--- config.mk ---
export PLATFORM = sky130hd
export DESIGN_NAME = ilha_ctrl_flat
export DESIGN_NICKNAME = d
export VERILOG_FILES = /design/src/rtl/ilha_pkg.sv /design/src/rtl/ilha_ifs.sv /design/src/rtl/ilha_ctrl.sv /design/src/flat_wrapper.sv
export SDC_FILE = /design/constraint.sdc
export NUM_CORES = 2
export LEC_CHECK = 0
export ABC_AREA = 1
export BUFFER_PORTS_ARGS = -buffer_cell sky130_fd_sc_hd__buf_2
export CAP_MARGIN = 20
export CORE_AREA = 2 2 428 430
export CTS_CLUSTER_DIAMETER = 120
export DETAILED_ROUTE_END_ITERATION = 8
export DIE_AREA = 0 0 430 432
export PLACE_DENSITY = 0.43
export SYNTH_ARGS = -nofsm -noshare
export SYNTH_HDL_FRONTEND = slang
export SYNTH_SLANG_ARGS = --single-unit
export TNS_END_PERCENT = 20
--- constraint.sdc ---
create_clock -name clock -period 24.9 [get_ports clock]
set_clock_uncertainty 0.2 [all_clocks]
set_input_delay 2.49 -clock clock [delete_from_list [all_inputs] [get_ports clock]]
set_output_delay 2.49 -clock clock [all_outputs]
set_load 0.1 [all_outputs]
--- src/rtl/ilha_pkg.sv ---
package ilha_pkg;

   // geometry of the tag store and of the payload fields
   localparam int HEAP_WORDS      = 65536;
   localparam int IDX_W           = $clog2(HEAP_WORDS);
   localparam int ADDR_W          = 19;
   localparam int LEN_W           = 20;
   localparam int TAG_W           = 20;
   localparam int OP_W            = 2;
   localparam int STAT_W          = 2;
   localparam int SUM_W           = 21;
   localparam int CSR_IDX_W       = 1;
   localparam int CSR_DATA_W      = 20;
   localparam int MIN_BLOCK_BYTES = 24;
   localparam int WORD_BYTES      = 8;
   localparam int TAG_OVERHEAD    = 16;
   localparam int ADDR_SPACE      = 2 ** ADDR_W;
   localparam int HEAP_SPAN       = (HEAP_WORDS * WORD_BYTES < ADDR_SPACE) ?
                                    HEAP_WORDS * WORD_BYTES : ADDR_SPACE;

   // register indexes of the csr port
   localparam logic [CSR_IDX_W-1:0] CSR_REGION_START = 1'b0;
   localparam logic [CSR_IDX_W-1:0] CSR_REGION_BYTES = 1'b1;

   typedef enum logic [OP_W-1:0] {
      OP_FORMAT,
      OP_ALLOC,
      OP_FREE,
      OP_RESIZE
   } op_type;

   typedef enum logic [STAT_W-1:0] {
      STAT_OK,
      STAT_OOM,
      STAT_INVALID
   } status_type;

   typedef logic [SUM_W-1:0] sum_type;

   // one write and one read of the tag store per cycle
   typedef struct packed {
      logic             we;
      logic [IDX_W-1:0] widx;
      logic [TAG_W-1:0] wdata;
      logic [IDX_W-1:0] ridx;
   } mem_req_type;

   // size field of a tag
   function automatic sum_type tag_size(input logic [TAG_W-1:0] tag);
      return SUM_W'({tag[TAG_W-1:3], 3'b000});
   endfunction

   // word index of a byte address
   function automatic logic [IDX_W-1:0] tag_index(input sum_type addr);
      return IDX_W'(addr >> 3);
   endfunction

   // block at a with size s lies fully inside the heap
   function automatic logic sane(input sum_type a, input sum_type s,
                                 input sum_type lo, input sum_type hi);
      return (s >= SUM_W'(MIN_BLOCK_BYTES)) && (a >= lo) && (a <= hi) &&
             (s <= hi + SUM_W'(MIN_BLOCK_BYTES) - a);
   endfunction

   // payload size to block size
   function automatic sum_type pad_request(input logic [LEN_W-1:0] req);
      sum_type r;
      r = SUM_W'(req) + SUM_W'(WORD_BYTES - 1);
      r = {r[SUM_W-1:3], 3'b000} + SUM_W'(TAG_OVERHEAD);
      if (req <= LEN_W'(WORD_BYTES)) r = SUM_W'(MIN_BLOCK_BYTES);
      return r;
   endfunction

endpackage

--- src/rtl/ilha_ifs.sv ---
interface ilha_req_if;
   import ilha_pkg::*;
   logic                valid;
   logic                ready;
   logic [OP_W-1:0]     opcode;
   logic [LEN_W-1:0]    request_bytes;
   logic [ADDR_W-1:0]   client_address;
   modport source (output valid, opcode, request_bytes, client_address, input ready);
   modport sink   (input valid, opcode, request_bytes, client_address, output ready);
endinterface

interface ilha_rsp_if;
   import ilha_pkg::*;
   logic                valid;
   logic                ready;
   logic [STAT_W-1:0]   status;
   logic [ADDR_W-1:0]   result_address;
   logic                copy_needed;
   logic [ADDR_W-1:0]   copy_source;
   logic [ADDR_W-1:0]   copy_dest;
   logic [LEN_W-1:0]    copy_bytes;
   modport source (output valid, status, result_address, copy_needed, copy_source,
                   copy_dest, copy_bytes, input ready);
   modport sink   (input valid, status, result_address, copy_needed, copy_source,
                   copy_dest, copy_bytes, output ready);
endinterface


--- src/rtl/ilha_ctrl.sv ---
module ilha_ctrl (
   input  logic                          clock,
   input  logic                          reset,
   ilha_req_if.sink                      req_ch,
   ilha_rsp_if.source                    rsp_ch,
   input  logic [ilha_pkg::ADDR_W-1:0]   region_start,
   input  logic [ilha_pkg::LEN_W-1:0]    region_bytes,
   output ilha_pkg::mem_req_type         mem_req,
   input  logic [ilha_pkg::TAG_W-1:0]    rd_data
);
   import ilha_pkg::*;

   typedef enum logic [3:0] {
      S_IDLE,
      S_DISPATCH,
      S_VB_CHK,
      S_FF_WALK,
      S_TAKE,
      S_NB_START,
      S_NB_UP,
      S_NB_LO0,
      S_NB_LO1,
      S_NB_LO2,
      S_NB_DONE,
      S_RSZ_FREE_OLD,
      S_PUT_HDR,
      S_PUT_FTR,
      S_FINISH
   } state_type;

   state_type state_ff, state_in, put_ret_ff, put_ret_in;
   state_type rel_ret_ff, rel_ret_in, take_ret_ff, take_ret_in;
   logic              formatted_ff, formatted_in;
   logic [ADDR_W-1:0] lo_ff, lo_in, hi_ff, hi_in;
   op_type            op_ff, op_in;
   sum_type           need_ff, need_in;
   logic [ADDR_W-1:0] client_ff, client_in;
   sum_type           p_ff, p_in, a_ff, a_in, s_ff, s_in;
   sum_type           up_ff, up_in, dn_ff, dn_in, d_ff, d_in;
   sum_type           old_ff, old_in, osz_ff, osz_in;
   sum_type           put_a_ff, put_a_in, put_s_ff, put_s_in;
   logic              put_alloc_ff, put_alloc_in;
   logic              rel_mode_ff, rel_mode_in;
   status_type        res_status_ff, res_status_in;
   logic [ADDR_W-1:0] res_addr_ff, res_addr_in, res_src_ff, res_src_in;
   logic [ADDR_W-1:0] res_dst_ff, res_dst_in;
   logic              res_copy_ff, res_copy_in;
   logic [LEN_W-1:0]  res_bytes_ff, res_bytes_in;
   logic              rsp_valid_ff, rsp_valid_in;
   status_type        rsp_status_ff, rsp_status_in;
   logic [ADDR_W-1:0] rsp_addr_ff, rsp_addr_in, rsp_src_ff, rsp_src_in;
   logic [ADDR_W-1:0] rsp_dst_ff, rsp_dst_in;
   logic              rsp_copy_ff, rsp_copy_in;
   logic [LEN_W-1:0]  rsp_bytes_ff, rsp_bytes_in;
   sum_type           rd_addr, wr_addr;
   logic              wr_en;

   // next state and datapath
   always_comb begin
      sum_type lo, hi, tsz, u, st, en, b, p_new, s_up, s_dn, s_all, need24, grow;
      lo     = SUM_W'(lo_ff);
      hi     = SUM_W'(hi_ff);
      tsz    = tag_size(rd_data);
      u      = a_ff + s_ff;
      st     = SUM_W'(region_start) + SUM_W'(WORD_BYTES - 1);
      st     = {st[SUM_W-1:3], 3'b000};
      en     = SUM_W'(region_start) + SUM_W'(region_bytes);
      en     = {en[SUM_W-1:3], 3'b000};
      if (en > SUM_W'(HEAP_SPAN)) en = SUM_W'(HEAP_SPAN);
      b      = SUM_W'(client_ff) - SUM_W'(WORD_BYTES);
      p_new  = p_ff + tsz;
      s_up   = s_ff + up_ff;
      s_dn   = s_ff + dn_ff;
      s_all  = s_dn + up_ff;
      need24 = need_ff + SUM_W'(MIN_BLOCK_BYTES);
      // lower neighbor alone when it is enough, else both neighbors
      grow   = (s_dn >= need_ff) ? s_dn : s_all;

      state_in      = state_ff;
      put_ret_in    = put_ret_ff;
      rel_ret_in    = rel_ret_ff;
      take_ret_in   = take_ret_ff;
      formatted_in  = formatted_ff;
      lo_in         = lo_ff;
      hi_in         = hi_ff;
      op_in         = op_ff;
      need_in       = need_ff;
      client_in     = client_ff;
      p_in          = p_ff;
      a_in          = a_ff;
      s_in          = s_ff;
      up_in         = up_ff;
      dn_in         = dn_ff;
      d_in          = d_ff;
      old_in        = old_ff;
      osz_in        = osz_ff;
      put_a_in      = put_a_ff;
      put_s_in      = put_s_ff;
      put_alloc_in  = put_alloc_ff;
      rel_mode_in   = rel_mode_ff;
      res_status_in = res_status_ff;
      res_addr_in   = res_addr_ff;
      res_copy_in   = res_copy_ff;
      res_src_in    = res_src_ff;
      res_dst_in    = res_dst_ff;
      res_bytes_in  = res_bytes_ff;
      rsp_valid_in  = rsp_valid_ff;
      rsp_status_in = rsp_status_ff;
      rsp_addr_in   = rsp_addr_ff;
      rsp_copy_in   = rsp_copy_ff;
      rsp_src_in    = rsp_src_ff;
      rsp_dst_in    = rsp_dst_ff;
      rsp_bytes_in  = rsp_bytes_ff;
      rd_addr       = a_ff;
      wr_addr       = put_a_ff;
      wr_en         = 1'b0;

      // output word leaves
      if (rsp_ch.ready) rsp_valid_in = 1'b0;

      case (state_ff)
         S_IDLE: begin
            if (req_ch.valid) begin
               op_in         = op_type'(req_ch.opcode);
               need_in       = pad_request(req_ch.request_bytes);
               client_in     = req_ch.client_address;
               res_status_in = STAT_OK;
               res_addr_in   = '0;
               res_copy_in   = 1'b0;
               res_src_in    = '0;
               res_dst_in    = '0;
               res_bytes_in  = '0;
               state_in      = S_DISPATCH;
            end
         end
         S_DISPATCH: begin
            case (op_ff)
               OP_FORMAT: begin
                  if (en < st || en - st < SUM_W'(MIN_BLOCK_BYTES)) begin
                     formatted_in  = 1'b0;
                     res_status_in = STAT_OOM;
                     state_in      = S_FINISH;
                  end else begin
                     formatted_in = 1'b1;
                     lo_in        = ADDR_W'(st);
                     hi_in        = ADDR_W'(en - SUM_W'(MIN_BLOCK_BYTES));
                     put_a_in     = st;
                     put_s_in     = en - st;
                     put_alloc_in = 1'b0;
                     put_ret_in   = S_FINISH;
                     state_in     = S_PUT_HDR;
                  end
               end
               OP_ALLOC: begin
                  rd_addr = lo;
                  p_in    = lo;
                  if (!formatted_ff) begin
                     res_status_in = STAT_OOM;
                     state_in      = S_FINISH;
                  end else begin
                     state_in = S_FF_WALK;
                  end
               end
               default: begin
                  // free and resize start with a check of the client block
                  rd_addr = b;
                  a_in    = b;
                  if (!formatted_ff || client_ff < ADDR_W'(WORD_BYTES) ||
                      client_ff[2:0] != 3'b000 || b < lo || b > hi) begin
                     res_status_in = STAT_INVALID;
                     state_in      = S_FINISH;
                  end else begin
                     state_in = S_VB_CHK;
                  end
               end
            endcase
         end
         S_VB_CHK: begin
            if (!rd_data[0] || !sane(a_ff, tsz, lo, hi)) begin
               res_status_in = STAT_INVALID;
               state_in      = S_FINISH;
            end else begin
               s_in   = tsz;
               old_in = a_ff;
               osz_in = tsz;
               if (op_ff == OP_FREE) begin
                  rel_mode_in = 1'b1;
                  rel_ret_in  = S_FINISH;
                  state_in    = S_NB_START;
               end else if (tsz >= need_ff) begin
                  take_ret_in = S_FINISH;
                  res_addr_in = client_ff;
                  state_in    = S_TAKE;
               end else begin
                  rel_mode_in = 1'b0;
                  state_in    = S_NB_START;
               end
            end
         end
         S_FF_WALK: begin
            // one block tag per cycle, next address straight from the tag
            rd_addr = p_new;
            if (p_ff > hi || !sane(p_ff, tsz, lo, hi)) begin
               res_status_in = STAT_OOM;
               state_in      = S_FINISH;
            end else if (!rd_data[0] && tsz >= need_ff) begin
               a_in        = p_ff;
               s_in        = tsz;
               res_addr_in = ADDR_W'(p_ff + SUM_W'(WORD_BYTES));
               take_ret_in = S_FINISH;
               if (op_ff == OP_RESIZE) begin
                  res_copy_in  = 1'b1;
                  res_src_in   = ADDR_W'(old_ff);
                  res_dst_in   = ADDR_W'(p_ff);
                  res_bytes_in = LEN_W'(osz_ff);
                  take_ret_in  = S_RSZ_FREE_OLD;
               end
               state_in = S_TAKE;
            end else begin
               p_in = p_new;
            end
         end
         S_TAKE: begin
            put_a_in     = a_ff;
            put_alloc_in = 1'b1;
            if (s_ff >= need24) begin
               // split, the remainder is released
               put_s_in    = need_ff;
               a_in        = a_ff + need_ff;
               s_in        = s_ff - need_ff;
               rel_mode_in = 1'b1;
               rel_ret_in  = take_ret_ff;
               put_ret_in  = S_NB_START;
            end else begin
               put_s_in   = s_ff;
               put_ret_in = take_ret_ff;
            end
            state_in = S_PUT_HDR;
         end
         S_NB_START: begin
            rd_addr = u;
            if (u > hi) begin
               up_in    = '0;
               state_in = S_NB_LO0;
            end else begin
               state_in = S_NB_UP;
            end
         end
         S_NB_UP: begin
            up_in    = (rd_data[0] || !sane(u, tsz, lo, hi)) ? '0 : tsz;
            state_in = S_NB_LO0;
         end
         S_NB_LO0: begin
            rd_addr = a_ff - SUM_W'(WORD_BYTES);
            if (a_ff < lo + SUM_W'(MIN_BLOCK_BYTES)) begin
               dn_in    = '0;
               state_in = S_NB_DONE;
            end else begin
               state_in = S_NB_LO1;
            end
         end
         S_NB_LO1: begin
            // footer of the lower neighbor gives its header address
            rd_addr = a_ff - tsz;
            if (tsz < SUM_W'(MIN_BLOCK_BYTES) || tsz > a_ff - lo) begin
               dn_in    = '0;
               state_in = S_NB_DONE;
            end else begin
               d_in     = a_ff - tsz;
               dn_in    = tsz;
               state_in = S_NB_LO2;
            end
         end
         S_NB_LO2: begin
            if (rd_data[0] || tsz != dn_ff || !sane(d_ff, tsz, lo, hi)) dn_in = '0;
            state_in = S_NB_DONE;
         end
         S_NB_DONE: begin
            if (rel_mode_ff) begin
               put_a_in     = (dn_ff != '0) ? d_ff : a_ff;
               put_s_in     = s_all;
               put_alloc_in = 1'b0;
               put_ret_in   = rel_ret_ff;
               state_in     = S_PUT_HDR;
            end else begin
               // resize growth: upper, lower, both, else relocate
               put_alloc_in = 1'b1;
               if (s_up >= need_ff) begin
                  s_in        = s_up;
                  take_ret_in = S_FINISH;
                  res_addr_in = client_ff;
                  state_in    = S_TAKE;
               end else if (grow >= need24) begin
                  put_a_in     = grow - need_ff + d_ff;
                  put_s_in     = need_ff;
                  put_ret_in   = S_NB_START;
                  a_in         = d_ff;
                  s_in         = grow - need_ff;
                  rel_mode_in  = 1'b1;
                  rel_ret_in   = S_FINISH;
                  res_copy_in  = 1'b1;
                  res_src_in   = ADDR_W'(a_ff);
                  res_dst_in   = ADDR_W'(grow - need_ff + d_ff);
                  res_bytes_in = LEN_W'(s_ff);
                  res_addr_in  = ADDR_W'(grow - need_ff + d_ff + SUM_W'(WORD_BYTES));
                  state_in     = S_PUT_HDR;
               end else if (grow >= need_ff) begin
                  put_a_in     = d_ff;
                  put_s_in     = grow;
                  put_ret_in   = S_FINISH;
                  res_copy_in  = 1'b1;
                  res_src_in   = ADDR_W'(a_ff);
                  res_dst_in   = ADDR_W'(d_ff);
                  res_bytes_in = LEN_W'(s_ff);
                  res_addr_in  = ADDR_W'(d_ff + SUM_W'(WORD_BYTES));
                  state_in     = S_PUT_HDR;
               end else begin
                  rd_addr  = lo;
                  p_in     = lo;
                  state_in = S_FF_WALK;
               end
            end
         end
         S_RSZ_FREE_OLD: begin
            a_in        = old_ff;
            s_in        = osz_ff;
            rel_mode_in = 1'b1;
            rel_ret_in  = S_FINISH;
            state_in    = S_NB_START;
         end
         S_PUT_HDR: begin
            wr_en    = 1'b1;
            wr_addr  = put_a_ff;
            state_in = S_PUT_FTR;
         end
         S_PUT_FTR: begin
            wr_en    = 1'b1;
            wr_addr  = put_a_ff + put_s_ff - SUM_W'(WORD_BYTES);
            state_in = put_ret_ff;
         end
         S_FINISH: begin
            if (!rsp_valid_ff || rsp_ch.ready) begin
               rsp_valid_in  = 1'b1;
               rsp_status_in = res_status_ff;
               rsp_addr_in   = res_addr_ff;
               rsp_copy_in   = res_copy_ff;
               rsp_src_in    = res_src_ff;
               rsp_dst_in    = res_dst_ff;
               rsp_bytes_in  = res_bytes_ff;
               state_in      = S_IDLE;
            end
         end
         default: state_in = S_IDLE;
      endcase
   end

   assign req_ch.ready  = (state_ff == S_IDLE);
   assign mem_req.we    = wr_en;
   assign mem_req.widx  = tag_index(wr_addr);
   assign mem_req.wdata = TAG_W'(put_s_ff) | TAG_W'(put_alloc_ff);
   assign mem_req.ridx  = tag_index(rd_addr);

   assign rsp_ch.valid          = rsp_valid_ff;
   assign rsp_ch.status         = rsp_status_ff;
   assign rsp_ch.result_address = rsp_addr_ff;
   assign rsp_ch.copy_needed    = rsp_copy_ff;
   assign rsp_ch.copy_source    = rsp_src_ff;
   assign rsp_ch.copy_dest      = rsp_dst_ff;
   assign rsp_ch.copy_bytes     = rsp_bytes_ff;

   // state and registered outputs
   always_ff @(posedge clock) begin
      if (reset) begin
         state_ff     <= S_IDLE;
         formatted_ff <= 1'b0;
         lo_ff        <= '0;
         hi_ff        <= '0;
         rsp_valid_ff <= 1'b0;
      end else begin
         state_ff     <= state_in;
         formatted_ff <= formatted_in;
         lo_ff        <= lo_in;
         hi_ff        <= hi_in;
         rsp_valid_ff <= rsp_valid_in;
      end
      put_ret_ff    <= put_ret_in;
      rel_ret_ff    <= rel_ret_in;
      take_ret_ff   <= take_ret_in;
      op_ff         <= op_in;
      need_ff       <= need_in;
      client_ff     <= client_in;
      p_ff          <= p_in;
      a_ff          <= a_in;
      s_ff          <= s_in;
      up_ff         <= up_in;
      dn_ff         <= dn_in;
      d_ff          <= d_in;
      old_ff        <= old_in;
      osz_ff        <= osz_in;
      put_a_ff      <= put_a_in;
      put_s_ff      <= put_s_in;
      put_alloc_ff  <= put_alloc_in;
      rel_mode_ff   <= rel_mode_in;
      res_status_ff <= res_status_in;
      res_addr_ff   <= res_addr_in;
      res_copy_ff   <= res_copy_in;
      res_src_ff    <= res_src_in;
      res_dst_ff    <= res_dst_in;
      res_bytes_ff  <= res_bytes_in;
      rsp_status_ff <= rsp_status_in;
      rsp_addr_ff   <= rsp_addr_in;
      rsp_copy_ff   <= rsp_copy_in;
      rsp_src_ff    <= rsp_src_in;
      rsp_dst_ff    <= rsp_dst_in;
      rsp_bytes_ff  <= rsp_bytes_in;
   end

`ifndef NO_ASSERTIONS
   a_heap_bounds: assert property (@(posedge clock) disable iff (reset)
      formatted_ff |-> lo_ff <= hi_ff)
      else $error("formatted heap with lowest block above highest block");

   a_copy_ok: assert property (@(posedge clock) disable iff (reset)
      (rsp_valid_ff && rsp_copy_ff) |-> rsp_status_ff == STAT_OK)
      else $error("copy request on a failed operation");

   a_walk_aligned: assert property (@(posedge clock) disable iff (reset)
      state_ff == S_FF_WALK |-> p_ff[2:0] == 3'b000)
      else $error("first-fit walk left word alignment");

   a_put_block: assert property (@(posedge clock) disable iff (reset)
      state_ff == S_PUT_HDR |->
         (put_a_ff[2:0] == 3'b000 && put_s_ff >= SUM_W'(MIN_BLOCK_BYTES)))
      else $error("block tag write with bad address or size");
`endif

endmodule

--- src/flat_wrapper.sv ---
// flat-port wrapper written by rule: the top's interface ports become plain ports
module ilha_ctrl_flat import ilha_pkg::*;
  (clock, reset, region_start, region_bytes, mem_req, rd_data, req_ch_valid, req_ch_opcode, req_ch_request_bytes, req_ch_client_address, req_ch_ready, rsp_ch_valid, rsp_ch_status, rsp_ch_result_address, rsp_ch_copy_needed, rsp_ch_copy_source, rsp_ch_copy_dest, rsp_ch_copy_bytes, rsp_ch_ready);
  ilha_req_if req_ch_i ();
  ilha_rsp_if rsp_ch_i ();
  input  logic clock;
  input  logic reset;
  input  logic [ilha_pkg::ADDR_W-1:0] region_start;
  input  logic [ilha_pkg::LEN_W-1:0] region_bytes;
  output ilha_pkg::mem_req_type mem_req;
  input  logic [ilha_pkg::TAG_W-1:0] rd_data;
  input wire logic [$bits(req_ch_i.valid)-1:0] req_ch_valid;
  input wire logic [$bits(req_ch_i.opcode)-1:0] req_ch_opcode;
  input wire logic [$bits(req_ch_i.request_bytes)-1:0] req_ch_request_bytes;
  input wire logic [$bits(req_ch_i.client_address)-1:0] req_ch_client_address;
  output wire logic [$bits(req_ch_i.ready)-1:0] req_ch_ready;
  output wire logic [$bits(rsp_ch_i.valid)-1:0] rsp_ch_valid;
  output wire logic [$bits(rsp_ch_i.status)-1:0] rsp_ch_status;
  output wire logic [$bits(rsp_ch_i.result_address)-1:0] rsp_ch_result_address;
  output wire logic [$bits(rsp_ch_i.copy_needed)-1:0] rsp_ch_copy_needed;
  output wire logic [$bits(rsp_ch_i.copy_source)-1:0] rsp_ch_copy_source;
  output wire logic [$bits(rsp_ch_i.copy_dest)-1:0] rsp_ch_copy_dest;
  output wire logic [$bits(rsp_ch_i.copy_bytes)-1:0] rsp_ch_copy_bytes;
  input wire logic [$bits(rsp_ch_i.ready)-1:0] rsp_ch_ready;
  assign req_ch_i.valid = req_ch_valid;
  assign req_ch_i.opcode = req_ch_opcode;
  assign req_ch_i.request_bytes = req_ch_request_bytes;
  assign req_ch_i.client_address = req_ch_client_address;
  assign req_ch_ready = req_ch_i.ready;
  assign rsp_ch_valid = rsp_ch_i.valid;
  assign rsp_ch_status = rsp_ch_i.status;
  assign rsp_ch_result_address = rsp_ch_i.result_address;
  assign rsp_ch_copy_needed = rsp_ch_i.copy_needed;
  assign rsp_ch_copy_source = rsp_ch_i.copy_source;
  assign rsp_ch_copy_dest = rsp_ch_i.copy_dest;
  assign rsp_ch_copy_bytes = rsp_ch_i.copy_bytes;
  assign rsp_ch_i.ready = rsp_ch_ready;
  ilha_ctrl u_core (.clock(clock), .reset(reset), .req_ch(req_ch_i), .rsp_ch(rsp_ch_i), .region_start(region_start), .region_bytes(region_bytes), .mem_req(mem_req), .rd_data(rd_data));
endmodule
After elaboration in Yosys (flattened, before gate mapping)
Cells that the tools add are included.
Cells by class
  add/subtract/negate cells: 31
  mux-type cells: 169
  bitwise operators: 4
  equality and inequality tests: 54
  reduce and logical (&&, ||, !) cells: 69
  $lt $le $gt $ge: 31
Operator list (count)
  2-to-1 mux 19 bit: 36
  2-to-1 mux 21 bit: 26
  2-to-1 mux 20 bit: 17
  case mux 21 bit (5 select lines): 2
  case mux 19 bit (3 select lines): 3
  2-to-1 mux 4 bit: 32
  case mux 21 bit (3 select lines): 2
  case mux 20 bit (3 select lines): 2
  case mux 19 bit (6 select lines): 1
  adder 21 bit: 5
  greater-or-equal comparator 21 bit: 5
  greater-or-equal comparator 21 x 19 -> 1 bit: 4
  less-or-equal comparator 20 x 21 -> 1 bit: 4
  less-or-equal comparator 21 x 19 -> 1 bit: 4
  subtractor 20 x 21 -> 21 bit: 4
  case mux 19 bit (4 select lines): 1
  greater-than comparator 21 x 19 -> 1 bit: 3
  case mux 4 bit (15 select lines): 1
  adder 19 x 4 -> 19 bit (second input constant): 3
  adder 21 x 5 -> 21 bit (second input constant): 2
  less-than comparator 21 x 20 -> 1 bit: 2
  case mux 21 bit (2 select lines): 1
  subtractor 21 x 20 -> 21 bit: 2
  subtractor 21 bit: 2
  63 further kinds: 194
Storage, ports and cells
  flip-flop bits (word level): 460

Depth between registers and ports, before layout
  depth after elaboration: 10
  gate-level depth with buffers: 53
  mapped depth without buffers: 52

Worst setup path before layout
Ideal clock, no wire load.
  path type: register to output
  start: reg u_core.s_ff[4]
  end: out mem_req[10] (netlist bit)
  setup slack: 14743 ps
  buffers on the path: 2
  arrival: 7467 ps
  cell stages (with the launch flop): 35
  cell sequence: edfxtp_1 inv_1 fa_1 inv_1 a31oi_1 o21ai_0 nand2_1 nand2_1 a21oi_1 o21ai_0 nand2_1 nand3_1 nand2_1 ha_1 inv_1 nor3_1 nor3b_1 o211ai_1 nand3_1 clkbuf_1 inv_1 nand2_1 nand2_1 ha_1 nand2_1 nor4_2 nand4_1 nand3_4 buf_6 nor2_2 nand2_2 nand2_1 inv_1 nor2_1 o21ai_0
RTL lines
  from (decl): RTL line ilha_ctrl.sv:38  | sum_type p_ff, p_in, a_ff, a_in, s_ff, s_in;
  from (signal assigned): RTL line ilha_ctrl.sv:394  | s_ff <= s_in;
  to (decl): RTL line flat_wrapper.sv:10  | output ilha_pkg::mem_req_type mem_req;

==> results.json <==
{
  "status": "completed",
  "ys_types": 79,
  "crit_required_ns": 22.21,
  "avgSynthCellArea_sq_um": 7.539,
  "drc": 0,
  "clk_latency_ns": 0.68,
  "cp_max_fo": 34,
  "clock_sinks": 423,
  "crit_path_end_kind": "output port",
  "synth_warnings": 0,
  "antenna_found_initial": 25,
  "maxCapViolCount": 0,
  "vias": 45960,
  "routabilityCongestion": 1.009,
  "fmax_ghz": 0.07610,
  "path_class": "reg2out",
  "place_area_sq_um": 49790,
  "die_h_um": 432,
  "cts_resized": 0,
  "first_global_vias": 42910,
  "hold_path_class": "reg2reg",
  "arrival_ns": 10.45,
  "rsz0062_at_grt": "no",
  "synth_area_sq_um": 44960,
  "async_flop_share": 0,
  "synth_compound_area_frac": 0.1812,
  "min-delay-start": "u_core.res_src_ff[8]",
  "dp_hpwl_um": 194900,
  "synthAdderAreaFrac": 0.1911,
  "finalHoldViolCount": 0,
  "synthMuxAreaShare": 0,
  "rows": 157,
  "drt_pass1_iterations": 9,
  "synth_top_family_by_area": "simple AND/OR/NAND/NOR gates",
  "drt_wl_total_um": 242400,
  "slowest_stage": "o21ai_0",
  "cpPeakStageDelay_ns": 0.92,
  "place_inst": 8623,
  "synth.area.top_cells": "edfxtp_1, ha_1, nand2_1",
  "cts_buffers": 55,
  "die_w_um": 430,
  "syn_to_final_growth_pct": 14.89,
  "synth-xor-area-share": 0.05586,
  "synth_enable_flop_cells": 385,
  "synth_top_cell_area_share": 0.2572,
  "hold_buffers": 0,
  "grt_use_total": 0.2518,
  "wl_per_cell_um": 27.77,
  "synth_top_area_cell": "edfxtp_1",
  "r2r_start": "u_core.s_ff[3]",
  "path_buf_inv": 5,
  "initial_utilization": 0.2474,
  "cts_buffer_depth": 3,
  "grt_overflow": 0,
  "synth-main-ff-cell": "edfxtp_1",
  "worst_slew_pin_slew_ns": 1.187,
  "crit_family": "compound AO/OA/AOI/OAI gates",
  "grt_max_degree": 73,
  "ys_ff_latch": 423,
  "path_common_cell": "o21ai_0",
  "relSlewSlack": 0.2060,
  "cts_tree": "built",
  "ys_seq_area_frac": 0.2741,
  "io_pins": 239,
  "period_needed_ns": 13.14,
  "die-area_sq_um": 185800,
  "drive_above_1_share": 0.09571,
  "coreArea_sq_um": 181700,
  "path_clk_slew_ns": 0.06,
  "cts-root-buf": "clkbuf_16",
  "drv_slew": 0,
  "fin_cells": 8731,
  "critPathLaunchType": "flop",
  "cts.htree.levels": 2,
  "fin_area_sq_um": 51650,
  "startpoint": "u_core.s_ff[3]",
  "drtIter0Drc": 4587,
  "fin_nets": 7078,
  "ant_nets": 0,
  "fill_cells": 19690,
  "period_share": 0.5277,
  "viasPerCell": 5.264,
  "syn_inst": 5963,
  "fin_setup_tns_ns": 0,
  "setup_viol": 0,
  "cts_setup_buffers": 0,
  "io_buffers": 231,
  "synthSimpleGateAreaFrac": 0.2178,
  "grt_first_pass_wirelength_um": 330600
}
[final cells by class]
class	instances	area (sq um)	share of cell area
Antenna cell	4	10.01	0.0001938
Multi-Input combinational cell	4613	29160	0.5645
Clock buffer	70	1484	0.02873
Clock inverter	34	370.4	0.007170
Tap cell	2385	2984	0.05777
Inverter	832	3126	0.06051
Timing Repair Buffer	370	2200	0.04259
Sequential cell	423	12320	0.2386
[cells by family after synthesis]
kind of cell    after synthesis
simple gates               2246
compound gates             1398
buf+inv                     931
fa+ha+maj                   679
flops                       423
xor+xnor                    285
other cells                   1
[sequential cells by signal, indices dropped and copies added, names as in the netlist, 18 cells and up]
register                      count
u_core.old_ff                    21
u_core.client_ff                 19
u_core.res_addr_ff               19
u_core.rsp_ch.copy_dest          19
u_core.rsp_ch.copy_source        19
u_core.a_ff                      21
u_core.p_ff                      18
u_core.need_ff                   18
u_core.res_dst_ff                19
u_core.rsp_ch.result_address     19
u_core.s_ff                      18
u_core.d_ff                      21
u_core.res_src_ff                19
[placed cells by master, fill, tap and decap left out, types with 17 or more instances in the layout]
cell type	synthesis	routed
nand3b_1	18	18
buf_4	7	139
a21o_1	25	25
xnor2_1	91	91
nor3_1	103	101
nor4_1	47	47
xor2_1	192	190
nand4_1	102	102
nor2_1	441	434
a221oi_1	36	36
o211ai_1	37	37
o21bai_1	31	31
a21oi_1	589	587
o21ai_1	23	23
inv_1	813	812
o221ai_1	31	31
nor2_4	13	17
nand2_2	21	21
inv_2	15	17
buf_2	13	231
nand2_1	1175	1175
edfxtp_1	385	385
clkbuf_16	0	56
dfxtp_1	38	38
nand3_1	247	247
o2111ai_1	33	33
ha_1	666	666
o22ai_1	54	54
or2_2	26	26
a211oi_1	23	22
o21ai_0	375	375
nor2_2	16	19
a31oi_1	37	36
[worst paths after layout]
kind | depth (start not counted) | slack [ns] | endpoint
max | 32 | 11.76 | mem_req[15]
max reg2reg | 34 | 14.87 | u_core.put_a_ff[12]
min | 0 | 0.21 | u_core.rsp_ch.copy_source[8]
min reg2reg | 0 | 0.21 | u_core.rsp_ch.copy_source[8]
[metal layers]
layer / global-route usage / routed length [um]
met2: 0.3874 / 103200
met4: 0.1185 / 12910
met1: 0.3378 / 105600
met5: 0 / 46
met3: 0.04876 / 20660
[worst reg2reg max path: cells and delay by family, from the launching register on]
kind | cells | cell delay, ns
buf+inv | 5 | 0.59
flops | 1 | 0.68
fa+ha+maj | 6 | 2.20
xor+xnor | 2 | 0.98
simple gates | 7 | 0.83
compound gates | 14 | 4.22
[per-stage QoR]
stage               setup slack [ns]  hold slack [ns]    util
CTS                            12.07           0.2135  0.2842
floorplan                      14.74           0.2003       -
global placement               12.84           0.2055  0.2740
finish                         11.76           0.2147  0.2843
global route                   11.38           0.2205  0.2842
detailed placement             12.80           0.2045  0.2740
[cell usage after synthesis, drive strengths merged (33+ instances only)]
library cell and n:
nand2 1199, inv 829, ha 666, a21oi 594, nor2 470, o21ai 408, edfxtp 385, nand3 254
xor2 194, nand4 106, nor3 104, xnor2 91, clkbuf 68, o22ai 54, nor4 49, dfxtp 38
a31oi 37, o211ai 37, a221oi 36, o2111ai 33
Power is not shown: default switching activity piles up to over one toggle a cycle in this logic, so the estimate is an artifact.
